**config.mk**
```make
export PLATFORM = sky130hd
export DESIGN_NAME = topological_sort_kahn_top
export DESIGN_NICKNAME = d
export VERILOG_FILES = /design/src/hw/rtl/tsk_pkg.sv /design/src/hw/rtl/tsk_datapath.sv /design/src/hw/rtl/tsk_ctrl.sv /design/src/hw/rtl/topological_sort_kahn_top.sv
export VERILOG_INCLUDE_DIRS = /design/src /design/src/hw/rtl
export SDC_FILE = /design/constraint.sdc
export NUM_CORES = 2
export LEC_CHECK = 0
export ABC_AREA = 1
export ABC_CLOCK_PERIOD_IN_PS = 7300
export BUFFER_PORTS_ARGS = -buffer_cell sky130_fd_sc_hd__buf_2
export CAP_MARGIN = 10
export CORE_MARGIN = 4
export CORE_UTILIZATION = 30
export CTS_CLUSTER_DIAMETER = 200
export CTS_CLUSTER_SIZE = 14
export DETAILED_ROUTE_END_ITERATION = 8
export SKIP_LAST_GASP = 1
export SYNTH_ARGS = -nofsm -noshare
export SYNTH_HDL_FRONTEND = slang
export SYNTH_SLANG_ARGS = --single-unit
```
**constraint.sdc**
```tcl
create_clock -name clock -period 7.3 [get_ports clock]
set_input_delay 1.46 -clock clock [delete_from_list [all_inputs] [get_ports clock]]
set_output_delay 1.46 -clock clock [all_outputs]
set_load 0.03 [all_outputs]
```
**src/hw/rtl/topological_sort_kahn_top_assert.svh**
```systemverilog
// Assertion macros for the topological sort block
`ifndef TOPOLOGICAL_SORT_KAHN_TOP_ASSERT_SVH
`define TOPOLOGICAL_SORT_KAHN_TOP_ASSERT_SVH
`ifndef SYNTHESIS
`define TSK_ASSERT(label, clk, rst, prop, msg) \
   label: assert property (@(posedge clk) disable iff (rst) (prop)) else $error(msg);
`define TSK_ASSERT_NR(label, clk, prop, msg) \
   label: assert property (@(posedge clk) (prop)) else $error(msg);
`else
`define TSK_ASSERT(label, clk, rst, prop, msg)
`define TSK_ASSERT_NR(label, clk, prop, msg)
`endif
`endif

```
**src/hw/rtl/tsk_pkg.sv**
```systemverilog
`default_nettype none
package tsk_pkg;
   localparam int MaxNodes = 64;
   localparam int MaxEdges = 256;
   localparam int NodeW    = $clog2(MaxNodes);
   localparam int EdgeW    = $clog2(MaxEdges);
   localparam int CntW     = $clog2(MaxNodes + 1);
   localparam int TotW     = $clog2(MaxEdges + 1);
   localparam int DegW     = TotW;

   localparam logic [1:0] StatusOk    = 2'd0;
   localparam logic [1:0] StatusCycle = 2'd1;
   localparam logic [1:0] StatusBad   = 2'd2;

   // steps within one walk entry
   localparam logic [1:0] StepAddr = 2'd0;   // store read issued
   localparam logic [1:0] StepDeg  = 2'd1;   // degree read issued
   localparam logic [1:0] StepUpd  = 2'd2;   // degree update

   typedef enum logic [1:0] {
      OP_NONE = 2'd0,
      OP_LOAD = 2'd1,
      OP_RUN  = 2'd2
   } op_type;

   // phase of the datapath, driven by controller
   typedef enum logic [3:0] {
      PH_IDLE  = 4'd0,
      PH_CHECK = 4'd1,   // walk edges, validate and count in-degree
      PH_CLEAR = 4'd2,   // zero degree table
      PH_SEED  = 4'd3,   // enqueue zero in-degree nodes
      PH_POP   = 4'd4,   // pop queue head
      PH_SCAN  = 4'd5,   // walk edges for popped node
      PH_EMIT  = 4'd6,
      PH_DONE  = 4'd7
   } phase_type;

   typedef struct packed {
      phase_type  phase;
      logic       start;   // first cycle of phase: reset counters
      logic       load;    // store one edge
      logic       clear;   // clear store after run
   } cmd_type;

   typedef struct packed {
      logic walk_done;     // edge / node walk finished
      logic queue_empty;
      logic bad;
      logic complete;      // every node ordered
      logic emit_done;
   } sts_type;
endpackage
`default_nettype wire

```
**src/hw/rtl/tsk_datapath.sv**
```systemverilog
`default_nettype none
module tsk_datapath (
   input  wire logic                   clock,
   input  wire logic                   reset,
   input  wire tsk_pkg::cmd_type       cmd,
   input  wire logic [6:0]             node_count,
   input  wire logic [tsk_pkg::NodeW-1:0] load_from,
   input  wire logic [tsk_pkg::NodeW-1:0] load_to,
   input  wire logic                   out_take,
   output tsk_pkg::sts_type            sts,
   output logic [tsk_pkg::NodeW-1:0]   out_node,
   output logic                        out_last
);
   import tsk_pkg::*;

   logic [NodeW-1:0] src_mem [MaxEdges];
   logic [NodeW-1:0] dst_mem [MaxEdges];
   logic [DegW-1:0]  deg_mem [MaxNodes];
   logic [NodeW-1:0] que_mem [MaxNodes];

   logic [TotW-1:0]  total_ff, total_in;
   logic             err_ff, err_in;
   logic [TotW-1:0]  idx_ff, idx_in;     // edge or node walk index
   logic [1:0]       sub_ff, sub_in;     // step within one entry
   logic [CntW-1:0]  head_ff, head_in, tail_ff, tail_in;
   logic [NodeW-1:0] u_ff, u_in;
   logic [CntW-1:0]  nact;
   logic             load_ok;

   // registered read data of the stores
   logic [NodeW-1:0] src_rd_ff, dst_rd_ff, que_rd_ff;
   logic [DegW-1:0]  deg_rd_ff;

   logic [NodeW-1:0] nidx, deg_addr, que_addr, deg_waddr;
   logic [DegW-1:0]  deg_wdata;
   logic             deg_we;
   logic             e_live, node_live;
   logic             seed_hit, scan_hit;

   // effective node count
   always_comb begin
      if (node_count == 7'd0) nact = CntW'(1);
      else if (node_count > 7'(MaxNodes)) nact = CntW'(MaxNodes);
      else nact = CntW'(node_count);
   end

   assign load_ok = ({1'b0, load_from} < nact) && ({1'b0, load_to} < nact)
                    && (total_ff < TotW'(MaxEdges));

   assign e_live    = idx_ff < total_ff;
   assign node_live = idx_ff < TotW'(nact);
   assign nidx      = idx_ff[NodeW-1:0];
   assign deg_addr  = (cmd.phase == PH_SEED) ? nidx : dst_rd_ff;
   // emit reads ahead so the word is ready when idx moves
   assign que_addr  = (cmd.phase == PH_EMIT) ? idx_in[NodeW-1:0] : head_ff[NodeW-1:0];

   assign seed_hit = cmd.phase == PH_SEED && !cmd.start && sub_ff == StepDeg
                     && deg_rd_ff == '0;
   assign scan_hit = cmd.phase == PH_SCAN && !cmd.start && sub_ff == StepUpd
                     && src_rd_ff == u_ff && deg_rd_ff == DegW'(1)
                     && tail_ff < CntW'(MaxNodes);

   always_comb begin
      deg_we    = 1'b0;
      deg_waddr = dst_rd_ff;
      deg_wdata = deg_rd_ff + DegW'(1);
      if (!cmd.start) begin
         unique case (cmd.phase)
            PH_CLEAR: begin
               deg_we    = node_live;
               deg_waddr = nidx;
               deg_wdata = '0;
            end
            PH_CHECK: deg_we = sub_ff == StepUpd;
            PH_SCAN: begin
               deg_we    = sub_ff == StepUpd && src_rd_ff == u_ff && deg_rd_ff != '0;
               deg_wdata = deg_rd_ff - DegW'(1);
            end
            default: ;
         endcase
      end
   end

   always_ff @(posedge clock) begin
      if (cmd.load && load_ok) begin
         src_mem[total_ff[EdgeW-1:0]] <= load_from;
         dst_mem[total_ff[EdgeW-1:0]] <= load_to;
      end
      src_rd_ff <= src_mem[idx_ff[EdgeW-1:0]];
      dst_rd_ff <= dst_mem[idx_ff[EdgeW-1:0]];
   end

   always_ff @(posedge clock) begin
      if (deg_we) deg_mem[deg_waddr] <= deg_wdata;
      deg_rd_ff <= deg_mem[deg_addr];
   end

   always_ff @(posedge clock) begin
      if (seed_hit) que_mem[tail_ff[NodeW-1:0]] <= nidx;
      else if (scan_hit) que_mem[tail_ff[NodeW-1:0]] <= dst_rd_ff;
      que_rd_ff <= que_mem[que_addr];
   end

   always_comb begin
      total_in = total_ff;
      err_in   = err_ff;
      idx_in   = idx_ff;
      sub_in   = sub_ff;
      head_in  = head_ff;
      tail_in  = tail_ff;
      u_in     = u_ff;
      if (cmd.load) begin
         if (load_ok) total_in = total_ff + TotW'(1);
         else err_in = 1'b1;
      end
      if (cmd.start) begin
         idx_in = '0;
         sub_in = StepAddr;
      end else begin
         unique case (cmd.phase)
            PH_CHECK, PH_SCAN: if (e_live) begin
               if (sub_ff == StepUpd) begin
                  idx_in = idx_ff + TotW'(1);
                  sub_in = StepAddr;
               end else begin
                  sub_in = (sub_ff == StepAddr) ? StepDeg : StepUpd;
               end
               if (cmd.phase == PH_CHECK && sub_ff == StepUpd
                   && ({1'b0, src_rd_ff} >= nact || {1'b0, dst_rd_ff} >= nact))
                  err_in = 1'b1;
            end
            PH_CLEAR: if (node_live) idx_in = idx_ff + TotW'(1);
            PH_SEED: if (node_live) begin
               if (sub_ff == StepDeg) begin
                  idx_in = idx_ff + TotW'(1);
                  sub_in = StepAddr;
               end else begin
                  sub_in = StepDeg;
               end
            end
            PH_EMIT: if (out_take) idx_in = idx_ff + TotW'(1);
            default: ;
         endcase
      end
      if (cmd.phase == PH_CLEAR && cmd.start) begin
         head_in = '0;
         tail_in = '0;
      end
      if (seed_hit || scan_hit) tail_in = tail_ff + CntW'(1);
      if (cmd.phase == PH_POP) head_in = head_ff + CntW'(1);
      // popped node arrives from the registered queue read in the cycle after the pop
      if (cmd.phase == PH_SCAN && cmd.start) u_in = que_rd_ff;
      if (cmd.clear) begin
         total_in = '0;
         err_in   = 1'b0;
      end
   end

   always_ff @(posedge clock) begin
      if (reset) begin
         total_ff <= '0;
         err_ff   <= 1'b0;
         idx_ff   <= '0;
         sub_ff   <= StepAddr;
         head_ff  <= '0;
         tail_ff  <= '0;
      end else begin
         total_ff <= total_in;
         err_ff   <= err_in;
         idx_ff   <= idx_in;
         sub_ff   <= sub_in;
         head_ff  <= head_in;
         tail_ff  <= tail_in;
      end
      u_ff <= u_in;
   end

   always_comb begin
      sts.walk_done = 1'b0;
      unique case (cmd.phase)
         PH_CHECK, PH_SCAN: sts.walk_done = !e_live;
         PH_CLEAR, PH_SEED: sts.walk_done = !node_live;
         default: sts.walk_done = 1'b0;
      endcase
      sts.queue_empty = head_ff >= tail_ff;
      sts.bad         = err_ff;
      sts.complete    = head_ff == nact;
      sts.emit_done   = out_take && idx_ff + TotW'(1) >= TotW'(nact);
   end

   assign out_node = que_rd_ff;
   assign out_last = idx_ff + TotW'(1) >= TotW'(nact);

   `include "topological_sort_kahn_top_assert.svh"
   `TSK_ASSERT(a_head_le_tail, clock, reset, head_ff <= tail_ff, "queue head passed tail")
   `TSK_ASSERT(a_tail_max, clock, reset, tail_ff <= CntW'(MaxNodes), "queue overrun")
   `TSK_ASSERT(a_total_max, clock, reset, total_ff <= TotW'(MaxEdges), "edge count overrun")
endmodule
`default_nettype wire

```
**src/hw/rtl/tsk_ctrl.sv**
```systemverilog
`default_nettype none
module tsk_ctrl (
   input  wire logic             clock,
   input  wire logic             reset,
   input  wire logic             req_valid,
   input  wire logic             req_action,
   output logic                  req_stall,
   input  wire tsk_pkg::sts_type sts,
   output tsk_pkg::cmd_type      cmd,
   output logic                  rsp_valid,
   input  wire logic             rsp_stall,
   output logic                  rsp_final,   // single status word
   output logic [1:0]            rsp_code
);
   import tsk_pkg::*;

   typedef enum logic [7:0] {
      S_IDLE  = 8'b0000_0001,
      S_CHECK = 8'b0000_0010,
      S_CLEAR = 8'b0000_0100,
      S_SEED  = 8'b0000_1000,
      S_POP   = 8'b0001_0000,
      S_SCAN  = 8'b0010_0000,
      S_EMIT  = 8'b0100_0000,
      S_DONE  = 8'b1000_0000
   } state_type;

   state_type state_ff, state_in;
   logic      start_ff, start_in;
   logic [1:0] code_ff, code_in;

   assign req_stall = state_ff != S_IDLE;

   always_comb begin
      state_in = state_ff;
      start_in = 1'b0;
      code_in  = code_ff;
      cmd      = '{phase: PH_IDLE, start: start_ff, load: 1'b0, clear: 1'b0};
      unique case (state_ff)
         S_IDLE: begin
            if (req_valid && !req_action) cmd.load = 1'b1;
            if (req_valid && req_action) begin
               state_in = S_CLEAR;
               start_in = 1'b1;
            end
         end
         S_CLEAR: begin
            cmd.phase = PH_CLEAR;
            if (!start_ff && sts.walk_done) begin
               state_in = S_CHECK;
               start_in = 1'b1;
            end
         end
         S_CHECK: begin
            cmd.phase = PH_CHECK;
            if (!start_ff && sts.walk_done) begin
               state_in = sts.bad ? S_DONE : S_SEED;
               code_in  = StatusBad;
               start_in = 1'b1;
            end
         end
         S_SEED: begin
            cmd.phase = PH_SEED;
            if (!start_ff && sts.walk_done) state_in = S_POP;
         end
         S_POP: begin
            if (sts.queue_empty) begin
               if (sts.complete) begin
                  state_in = S_EMIT;
                  start_in = 1'b1;
               end else begin
                  state_in = S_DONE;
                  code_in  = StatusCycle;
               end
            end else begin
               cmd.phase = PH_POP;
               state_in  = S_SCAN;
               start_in  = 1'b1;
            end
         end
         S_SCAN: begin
            cmd.phase = PH_SCAN;
            if (!start_ff && sts.walk_done) state_in = S_POP;
         end
         S_EMIT: begin
            cmd.phase = PH_EMIT;
            if (!start_ff && sts.emit_done) begin
               state_in  = S_IDLE;
               cmd.clear = 1'b1;
            end
         end
         S_DONE: begin
            cmd.phase = PH_DONE;
            if (!rsp_stall) begin
               state_in  = S_IDLE;
               cmd.clear = 1'b1;
            end
         end
         default: state_in = S_IDLE;
      endcase
   end

   assign rsp_valid = (state_ff == S_DONE) || (state_ff == S_EMIT && !start_ff);
   assign rsp_final = state_ff == S_DONE;
   assign rsp_code  = code_ff;

   always_ff @(posedge clock) begin
      if (reset) begin
         state_ff <= S_IDLE;
         start_ff <= 1'b0;
         code_ff  <= StatusOk;
      end else begin
         state_ff <= state_in;
         start_ff <= start_in;
         code_ff  <= code_in;
      end
   end

   `include "topological_sort_kahn_top_assert.svh"
   `TSK_ASSERT(a_onehot, clock, reset, $onehot(state_ff), "state not one-hot")
   `TSK_ASSERT(a_stall_busy, clock, reset, rsp_valid |-> req_stall, "input open during output")
   `TSK_ASSERT(a_done_code, clock, reset, rsp_final |-> (rsp_code != StatusOk),
      "status word with ok code")
endmodule
`default_nettype wire

```
**src/hw/rtl/topological_sort_kahn_top.sv**
```systemverilog
`default_nettype none
// Kahn topological sort engine.
// Request channel (req_valid/req_stall): req_action 0 loads one edge
// req_from_node -> req_to_node into the edge store, one word per cycle while
// idle and no response. req_action 1 runs the sort; req_stall stays high
// until the last response word of that run is taken.
// Response channel (rsp_valid/rsp_stall): either node_count words of status
// ok in topological order, rsp_last on the final one, or a single word with
// status cycle (1) or bad edge (2), node 0, last 1.
// csr_write loads node_count (0 acts as 1, above 64 acts as 64); write only
// while idle.
// A run clears the degree table, then validates each stored edge and counts
// in-degree (per edge: store read, degree read, degree update), then seeds
// the queue with zero in-degree nodes, then pops each node and scans the
// store for its edges; the ok words then follow at one word per cycle
// while the receiver does not stall. A bad edge answers once validation
// ends, with no seeding or scan.
// A stall holds the current word; the walk is already finished by then.
// Synchronous reset empties the edge store, clears the error flag and sets
// node_count to 64. The store is emptied after every run.
module topological_sort_kahn_top (
   input  wire logic       clock,
   input  wire logic       reset,
   input  wire logic       req_valid,
   output logic            req_stall,
   input  wire logic       req_action,
   input  wire logic [5:0] req_from_node,
   input  wire logic [5:0] req_to_node,
   output logic            rsp_valid,
   input  wire logic       rsp_stall,
   output logic [5:0]      rsp_node,
   output logic            rsp_last,
   output logic [1:0]      rsp_status,
   input  wire logic       csr_write,
   input  wire logic [6:0] csr_wdata
);
   import tsk_pkg::*;

   cmd_type         cmd;
   sts_type         sts;
   logic [6:0]      ncount_ff;
   logic            rsp_final;
   logic [1:0]      rsp_code;
   logic [NodeW-1:0] dp_node;
   logic            dp_last;

   always_ff @(posedge clock) begin
      if (reset) ncount_ff <= 7'(MaxNodes);
      else if (csr_write) ncount_ff <= csr_wdata;
   end

   tsk_ctrl u_ctrl (
      .clock, .reset, .req_valid, .req_action, .req_stall,
      .sts, .cmd, .rsp_valid, .rsp_stall, .rsp_final, .rsp_code
   );

   tsk_datapath u_dp (
      .clock, .reset, .cmd,
      .node_count (ncount_ff),
      .load_from  (req_from_node),
      .load_to    (req_to_node),
      .out_take   (rsp_valid && !rsp_stall && !rsp_final),
      .sts,
      .out_node   (dp_node),
      .out_last   (dp_last)
   );

   // status word wins over the order stream
   assign rsp_node   = rsp_final ? '0 : dp_node;
   assign rsp_last   = rsp_final ? 1'b1 : dp_last;
   assign rsp_status = rsp_final ? rsp_code : StatusOk;
endmodule
`default_nettype wire

```
Word level (Yosys, flattened, before mapping)
Memories as Yosys holds them, arrays and structs flattened. A register that Yosys moved wholly into a read port is not among the register bits.
Index checks and enable logic that the tools add are counted.
{"block": "word_totals", "inputBits": 25, "ram_bits": 4032, "out_inout_bits": 11, "memories": 4, "regBits": 59}
{"block": "classes", "addsub": 6, "n_eq_ne": 34, "muxes": 73, "n_lt_le_gt_ge": 11, "n_bitwise": 1, "n_reduce_logical": 54}
{"name": "u_dp.dst_mem", "words": 256, "width": 6, "rd": 1, "rd_ports_with_merged_regs": 1, "write_ports": 1, "line_no": "tsk_datapath.sv:17", "rtl": "logic [NodeW-1:0] dst_mem [MaxEdges];"}
{"name": "u_dp.src_mem", "words": 256, "width": 6, "rd": 1, "rd_ports_with_merged_regs": 1, "write_ports": 1, "line_no": "tsk_datapath.sv:16", "rtl": "logic [NodeW-1:0] src_mem [MaxEdges];"}
{"name": "u_dp.deg_mem", "words": 64, "width": 9, "rd": 1, "rd_ports_with_merged_regs": 1, "write_ports": 1, "line_no": "tsk_datapath.sv:18", "rtl": "logic [DegW-1:0] deg_mem [MaxNodes];"}
{"name": "u_dp.que_mem", "words": 64, "width": 6, "rd": 1, "rd_ports_with_merged_regs": 1, "write_ports": 1, "line_no": "tsk_datapath.sv:19", "rtl": "logic [NodeW-1:0] que_mem [MaxNodes];"}
{"cell": "2-to-1 mux 8 bit", "n": 9}
{"cell": "2-to-1 mux 9 bit", "n": 7}
{"cell": "one-hot mux 8 bit (7 select lines)", "n": 1}
{"cell": "2-to-1 mux 6 bit", "n": 7}
{"cell": "one-hot mux 9 bit (4 select lines)", "n": 1}
{"cell": "2-to-1 mux 7 bit", "n": 5}
{"cell": "one-hot mux 4 bit (7 select lines)", "n": 1}
{"cell": "adder 9 x 1 -> 9 bit (second input constant)", "n": 3}
{"cell": "2-to-1 mux 1 bit", "n": 26}
{"cell": "logical AND 1 bit", "n": 25}
{"cell": "inequality test 2 x 1 -> 1 bit (second input constant)", "n": 10}
{"cell": "one-hot mux 9 bit (2 select lines)", "n": 1}
{"cell": "2-to-1 mux 2 bit", "n": 8}
{"cell": "adder 7 x 1 -> 7 bit (second input constant)", "n": 2}
{"cell": "greater-or-equal comparator 6 x 7 -> 1 bit", "n": 2}
{"cell": "< comparator 6 x 7 -> 1 bit", "n": 2}
{"cell": "equality test 4 x 3 -> 1 bit (second input constant)", "n": 3}
{"cell": "OR reduction 2 bit", "n": 6}
{"cell": "equality test 9 x 1 -> 1 bit (second input constant)", "n": 1}
{"cell": "greater-or-equal comparator 9 x 7 -> 1 bit", "n": 1}
{"cell": "logical NOT 9 bit", "n": 1}
{"cell": "< comparator 9 x 7 -> 1 bit", "n": 1}
{"cell": "< comparator 9 bit", "n": 1}
{"cell": "< comparator 9 bit (second input constant)", "n": 1}
{"cell": "other kinds (37)", "n": 54}

Longest topological paths before layout
{"block": "logic_depth", "word_depth": 13, "depth_mapped": 28, "depth_no_buf": 27}

Cells and area by module
A second synthesis with hierarchy kept.
{"block": "unflattened", "cells_unflattened": 13055, "area_unflattened_um2": 165687.7}
{"module": "tsk_datapath", "area_per_inst_um2": 164474.0, "instances": 1, "cells_each": 12859}
{"module": "tsk_ctrl", "area_per_inst_um2": 850.8, "instances": 1, "cells_each": 134}
{"module": "topological_sort_kahn_top", "area_per_inst_um2": 362.8, "instances": 1, "cells_each": 62}

Worst setup path after synthesis
OpenSTA, ideal clock, no wires.
{"block": "synth_timing", "path_type": "reg2reg", "from": "reg u_dp.tail_ff[1]", "to": "mem u_dp.deg_mem[0][3] (netlist bit) (data pin)", "setup_slack_ns": 1.831, "stages_incl_launch_ff": 16, "setup_time_ns": 0.702, "t_required_ns": 6.598, "arrival_time_ns": 4.768, "path_buffers": 2, "period_less_slack_ns": 5.469, "path_cell_list": "dfxtp_1 -> clkbuf_1 -> inv_1 -> ha_1 -> o211ai_1 -> nand2_1 -> nand4_1 -> o211ai_1 -> nor2_4 -> inv_2 -> nand3_1 -> nor3_2 -> buf_2 -> nor2_1 -> inv_1 -> o21ai_0"}
{"block": "synth_via", "elab_chain_cells": 6, "elab_cells_between_ends": 7, "cone_classes": "order compare: 1; eq/ne: 2; mux: 4"}
{"item": "from (decl)", "line_no": "tsk_datapath.sv:25", "rtl": "logic [CntW-1:0] head_ff, head_in, tail_ff, tail_in;"}
{"item": "from (signal assigned)", "line_no": "tsk_datapath.sv:173", "rtl": "tail_ff <= tail_in;"}
{"item": "greater-or-equal comparator 7 bit (*)", "line_no": "tsk_datapath.sv:185", "rtl": "sts.queue_empty = head_ff >= tail_ff;"}
{"item": "2-to-1 mux 3 bit (*)", "line_no": "tsk_ctrl.sv:67", "rtl": "if (sts.queue_empty) begin"}
{"item": "one-hot mux 4 bit (7 select lines) (*)", "line_no": "tsk_ctrl.sv:39", "rtl": "unique case (state_ff)"}
{"item": "equality test 4 x 3 -> 1 bit or equality test 4 x 2 -> 1 bit (tied branches)", "line_no": "tsk_datapath.sv:68", "rtl": "unique case (cmd.phase)"}
{"item": "one-hot mux 9 bit (2 select lines) (*)", "line_no": "tsk_datapath.sv:68"}
{"item": "2-to-1 mux 9 bit (*)", "line_no": "tsk_datapath.sv:67", "rtl": "if (!cmd.start) begin"}
{"item": "named net u_dp.deg_wdata[3]", "line_no": "tsk_datapath.sv:35", "rtl": "logic [DegW-1:0] deg_wdata;"}
{"item": "to (decl)", "line_no": "tsk_datapath.sv:18"}
Mark *: on every way through the listed nets, which the timed path passes. The rest lies on a longest branch.

Final worst setup path
{"block": "layout_timing", "from": "reg u_dp.idx_ff[0]", "to": "out rsp_last"}
{"block": "layout_via", "elab_chain_cells": 3}
{"item": "from (decl)", "line_no": "tsk_datapath.sv:23", "rtl": "logic [TotW-1:0] idx_ff, idx_in;"}
{"item": "from (signal assigned)", "line_no": "tsk_datapath.sv:170", "rtl": "idx_ff <= idx_in;"}
{"item": "adder 9 x 1 -> 9 bit", "line_no": "tsk_datapath.sv:192", "rtl": "assign out_last = idx_ff + TotW'(1) >= TotW'(nact);"}
{"item": "greater-or-equal comparator 9 x 7 -> 1 bit", "line_no": "tsk_datapath.sv:192"}
{"item": "2-to-1 mux 1 bit", "line_no": "topological_sort_kahn_top.sv:70", "rtl": "assign rsp_last = rsp_final ? 1'b1 : dp_last;"}
{"item": "to (decl)", "line_no": "topological_sort_kahn_top.sv:32", "rtl": "output logic rsp_last,"}
Every way passes these cells.

==> metrics.md <==
| Metric | Value |
|---|---|
| Status | `complete, no violations` |
| Row count | `272` |
| CTS tree | `built` |
| Adder-cell share of the synthesized area | `0.00462` |
| Dpl hpwl | `285 mm` |
| Post-Synthesis Cell Area | `0.165 mm2` |
| WL/cell | `24.3 um` |
| YS warnings | `0` |
| Clk_skew | `0.0868 ns` |
| Post-layout worst setup margin | `0.786 ns` |
| RSZ-0062 raised after global routing | `false` |
| Die Wd | `750 um` |
| Synth area leaders | `edfxtp_1, o21ai_0, nor2_1` |
| Worst slew pin tran | `1.36 ns` |
| Slew margin rel. | `0.0896` |
| Register area share after synthesis | `0.744` |
| GPL Wtd Cong | `0.910` |
| Count of cell types in the netlist | `56` |
| Syn avg cell area | `12.6 um2` |
| Mapped Nets | `13.2k` |
| Post-synth top area cell | `edfxtp_1` |
| Simple-Gate Fraction of Synth Area | `0.100` |
| CP max FO | `75` |
| Initial DRC count | `14.8k` |
| XOR/XNOR share of the synthesized area | `0.00133` |
| Number of global-route vias before repair | `101k` |
| Critical Path AT | `5.05 ns` |
| Layout Nets | `13.0k` |
| Htree depth | `5` |
| Total power | `60.8 mW` |
| Die ar. | `0.562 mm2` |
| Post-CTS Setup Repair Bufs | `0` |
| CP required | `5.84 ns` |
| Commonest non-fill, non-tap cell in the layout | `edfxtp_1` |
| Peak VDD IR | `0.430 mV` |
| Final hold vios | `0` |
| Worst-path clk slew | `0.07 ns` |
| Most frequent cells in the layout | `edfxtp_1, nor2_1, o21ai_0` |
| Clk_lat worst skew | `0.98 ns` |
| R2r setup slk | `0.97 ns` |
| Final period util | `0.892` |
| Max Slew Vio Count | `0` |
| Final setup fails | `0` |
| Hold WC Path Type | `reg -> reg` |
| Final ANT Viol Nets | `0` |
| Largest net degree at the start of global routing | `176` |
| EDFF count, synth | `4038` |
| Max Fclk | `0.154 GHz` |
| Max Root-Sink Buffers | `4` |
| Router iterations before antenna repair | `8` |
| Total Routing Usage GR | `0.167` |
| # IOs | `36` |
| Vias per inst | `5.37` |
| DP Worst Slack | `1.14 ns` |
| CTS resizes | `0` |
| Leak | `57.4 nW` |
| First-pass GRT wire length | `712 mm` |
| Port Buffers | `35` |
| Compound-Gate Fraction of Synth Area | `0.123` |
| FFs w/ async S/R, synth | `0` |
| CTS Hold Buffers Added | `0` |
| Vias | `109k` |
| Initial Util | `0.301` |
| Mux cell area share after synthesis | `0.0000682` |
| Core box area | `0.549 mm2` |
| Critical Path Start Type | `flop` |
| Cts bufs inserted | `332` |
| Crit end category | `output port` |
| Synth Instances | `13.1k` |
| Height of the die | `750 um` |
| Setup Total Neg Slack | `0 ns` |
| WS Path Type | `reg -> out` |
| Layout area overhead | `11.1%` |
| Top_reg_cell synth | `edfxtp_1` |
| Routed WL | `492 mm` |
| Final min period | `6.51 ns` |
| Initial antenna violation count | `33` |
| CTS sink count | `4118` |
| Main combinational cell family by area after synthesis | `compound AO/OA/AOI/OAI gates` |
| #FFs+latches synth | `4118` |
| DRC violations left | `0` |
| Grt total ovfl | `0` |
| Fraction of layout cells with a size suffix above 1 | `0.0662` |
| Clock root buffer | `clkbuf_16` |
| Number of max-cap violations | `0` |
| Cell Pwr Density | `332 mW/mm2` |
| Synth top area share | `0.734` |
layer usage:
layer / vias to the layer above / share of wire / global-route usage
met5: - / 0.00011 / 0
met4: 10 / 0.037 / 0.0581
met3: 835 / 0.097 / 0.0306
met2: 5557 / 0.45 / 0.256
met1: 54400 / 0.42 / 0.237
li1: 48000 / - / -
cell families (layout without fill, tap and decap cells):
kind of cell               count (synthesis)  after routing
and+or+nand+nor                         4115           4115
DFF                                     4118           4118
buffers and inverters                   1096            979
AOI/OAI and AO/OA                       3677           3677
xor gates and xnor gates                  25             25
adders and majority gates                 61             61
other                                      0             18
muxes                                      1              1
synth_stat cells (8+ instances only):
cell type  count
o21a_1        11
ha_1          61
dfxtp_1       80
nand3_1      621
inv_1        141
nand4_1       20
edfxtp_1    4038
o21ai_0     2339
nor4_1        14
clkbuf_1     783
buf_1         27
nand2_2        9
buf_4         15
nor3_1        24
o32ai_1       56
nor2_1      2874
o22ai_1     1075
xor2_1        22
o211ai_1      49
clkinv_1       8
buf_2        110
inv_2          8
o221ai_1      53
nand2_1      522
a21oi_1       66
layout make-up:
class / count / area [um2]
Clock inverter: 26 / 468
Sequential cell: 4118 / 123000
Inverter: 157 / 632
Timing Repair Buffer: 394 / 3420
Antenna cell: 18 / 45.0
Tap cell: 7261 / 9080
Clock buffer: 402 / 8590
Fill cell: 53700 / 365000
Multi-Input combinational cell: 7879 / 38200
critical path: stages (launching register included):
cell       delay, ns
dfxtp_4         0.86
inv_8           0.37
nor3_1          0.35
nand3_1         0.18
xor2_1          0.20
inv_1           0.06
ha_1            0.30
nand2_1         0.06
nor3_1          0.05
a2111oi_0       0.57
nand4_1         0.66
buf_2           0.39
registers in the layout, indices dropped and copies added, names as in the netlist, 2 cells and up:
signal,count
ncount_ff,7
u_ctrl.state_ff,8
u_dp.total_ff,9
u_dp.deg_mem,576
u_dp.deg_rd_ff,9
u_dp.sub_ff,2
u_dp.u_ff,6
u_dp.dst_mem,1536
u_dp.src_rd_ff,6
u_ctrl.rsp_code,2
u_dp.dst_rd_ff,6
u_dp.idx_ff,9
u_dp.que_mem,384
u_dp.head_ff,7
u_dp.src_mem,1536
u_dp.tail_ff,7
u_dp.out_node,6
power breakdown:
| part | switching [mW] | internal (mW) |
|---|---|---|
| Sequential | 0.261 | 27.0 |
| Clock | 8.24 | 8.31 |
| Combinational | 12.7 | 4.26 |
| Total | 21.2 | 39.6 |
worst paths after layout:
kind	startpoint	endpoint	depth (start not counted)
max	u_dp.idx_ff[0]	rsp_last	11
min	u_ctrl.rsp_code[0]	u_ctrl.rsp_code[0]	2
max reg2reg	ncount_ff[6]	u_dp.out_node[4]	25
min reg2reg	u_ctrl.rsp_code[0]	u_ctrl.rsp_code[0]	2
metrics by stage:
step	hold WS, ns	instances	cell area (um2)	utilization
2_1_floorplan	0.408	13100	165000	-
3_3_place_gp	0.460	19800	174000	0.317
3_5_place_dp	0.468	19800	174000	0.317
4_1_cts	0.478	20200	183000	0.334
5_1_grt	0.493	20200	183000	0.334
6_report	0.477	20300	183000	0.334
Note: power is estimated with default switching activity, not from simulation.
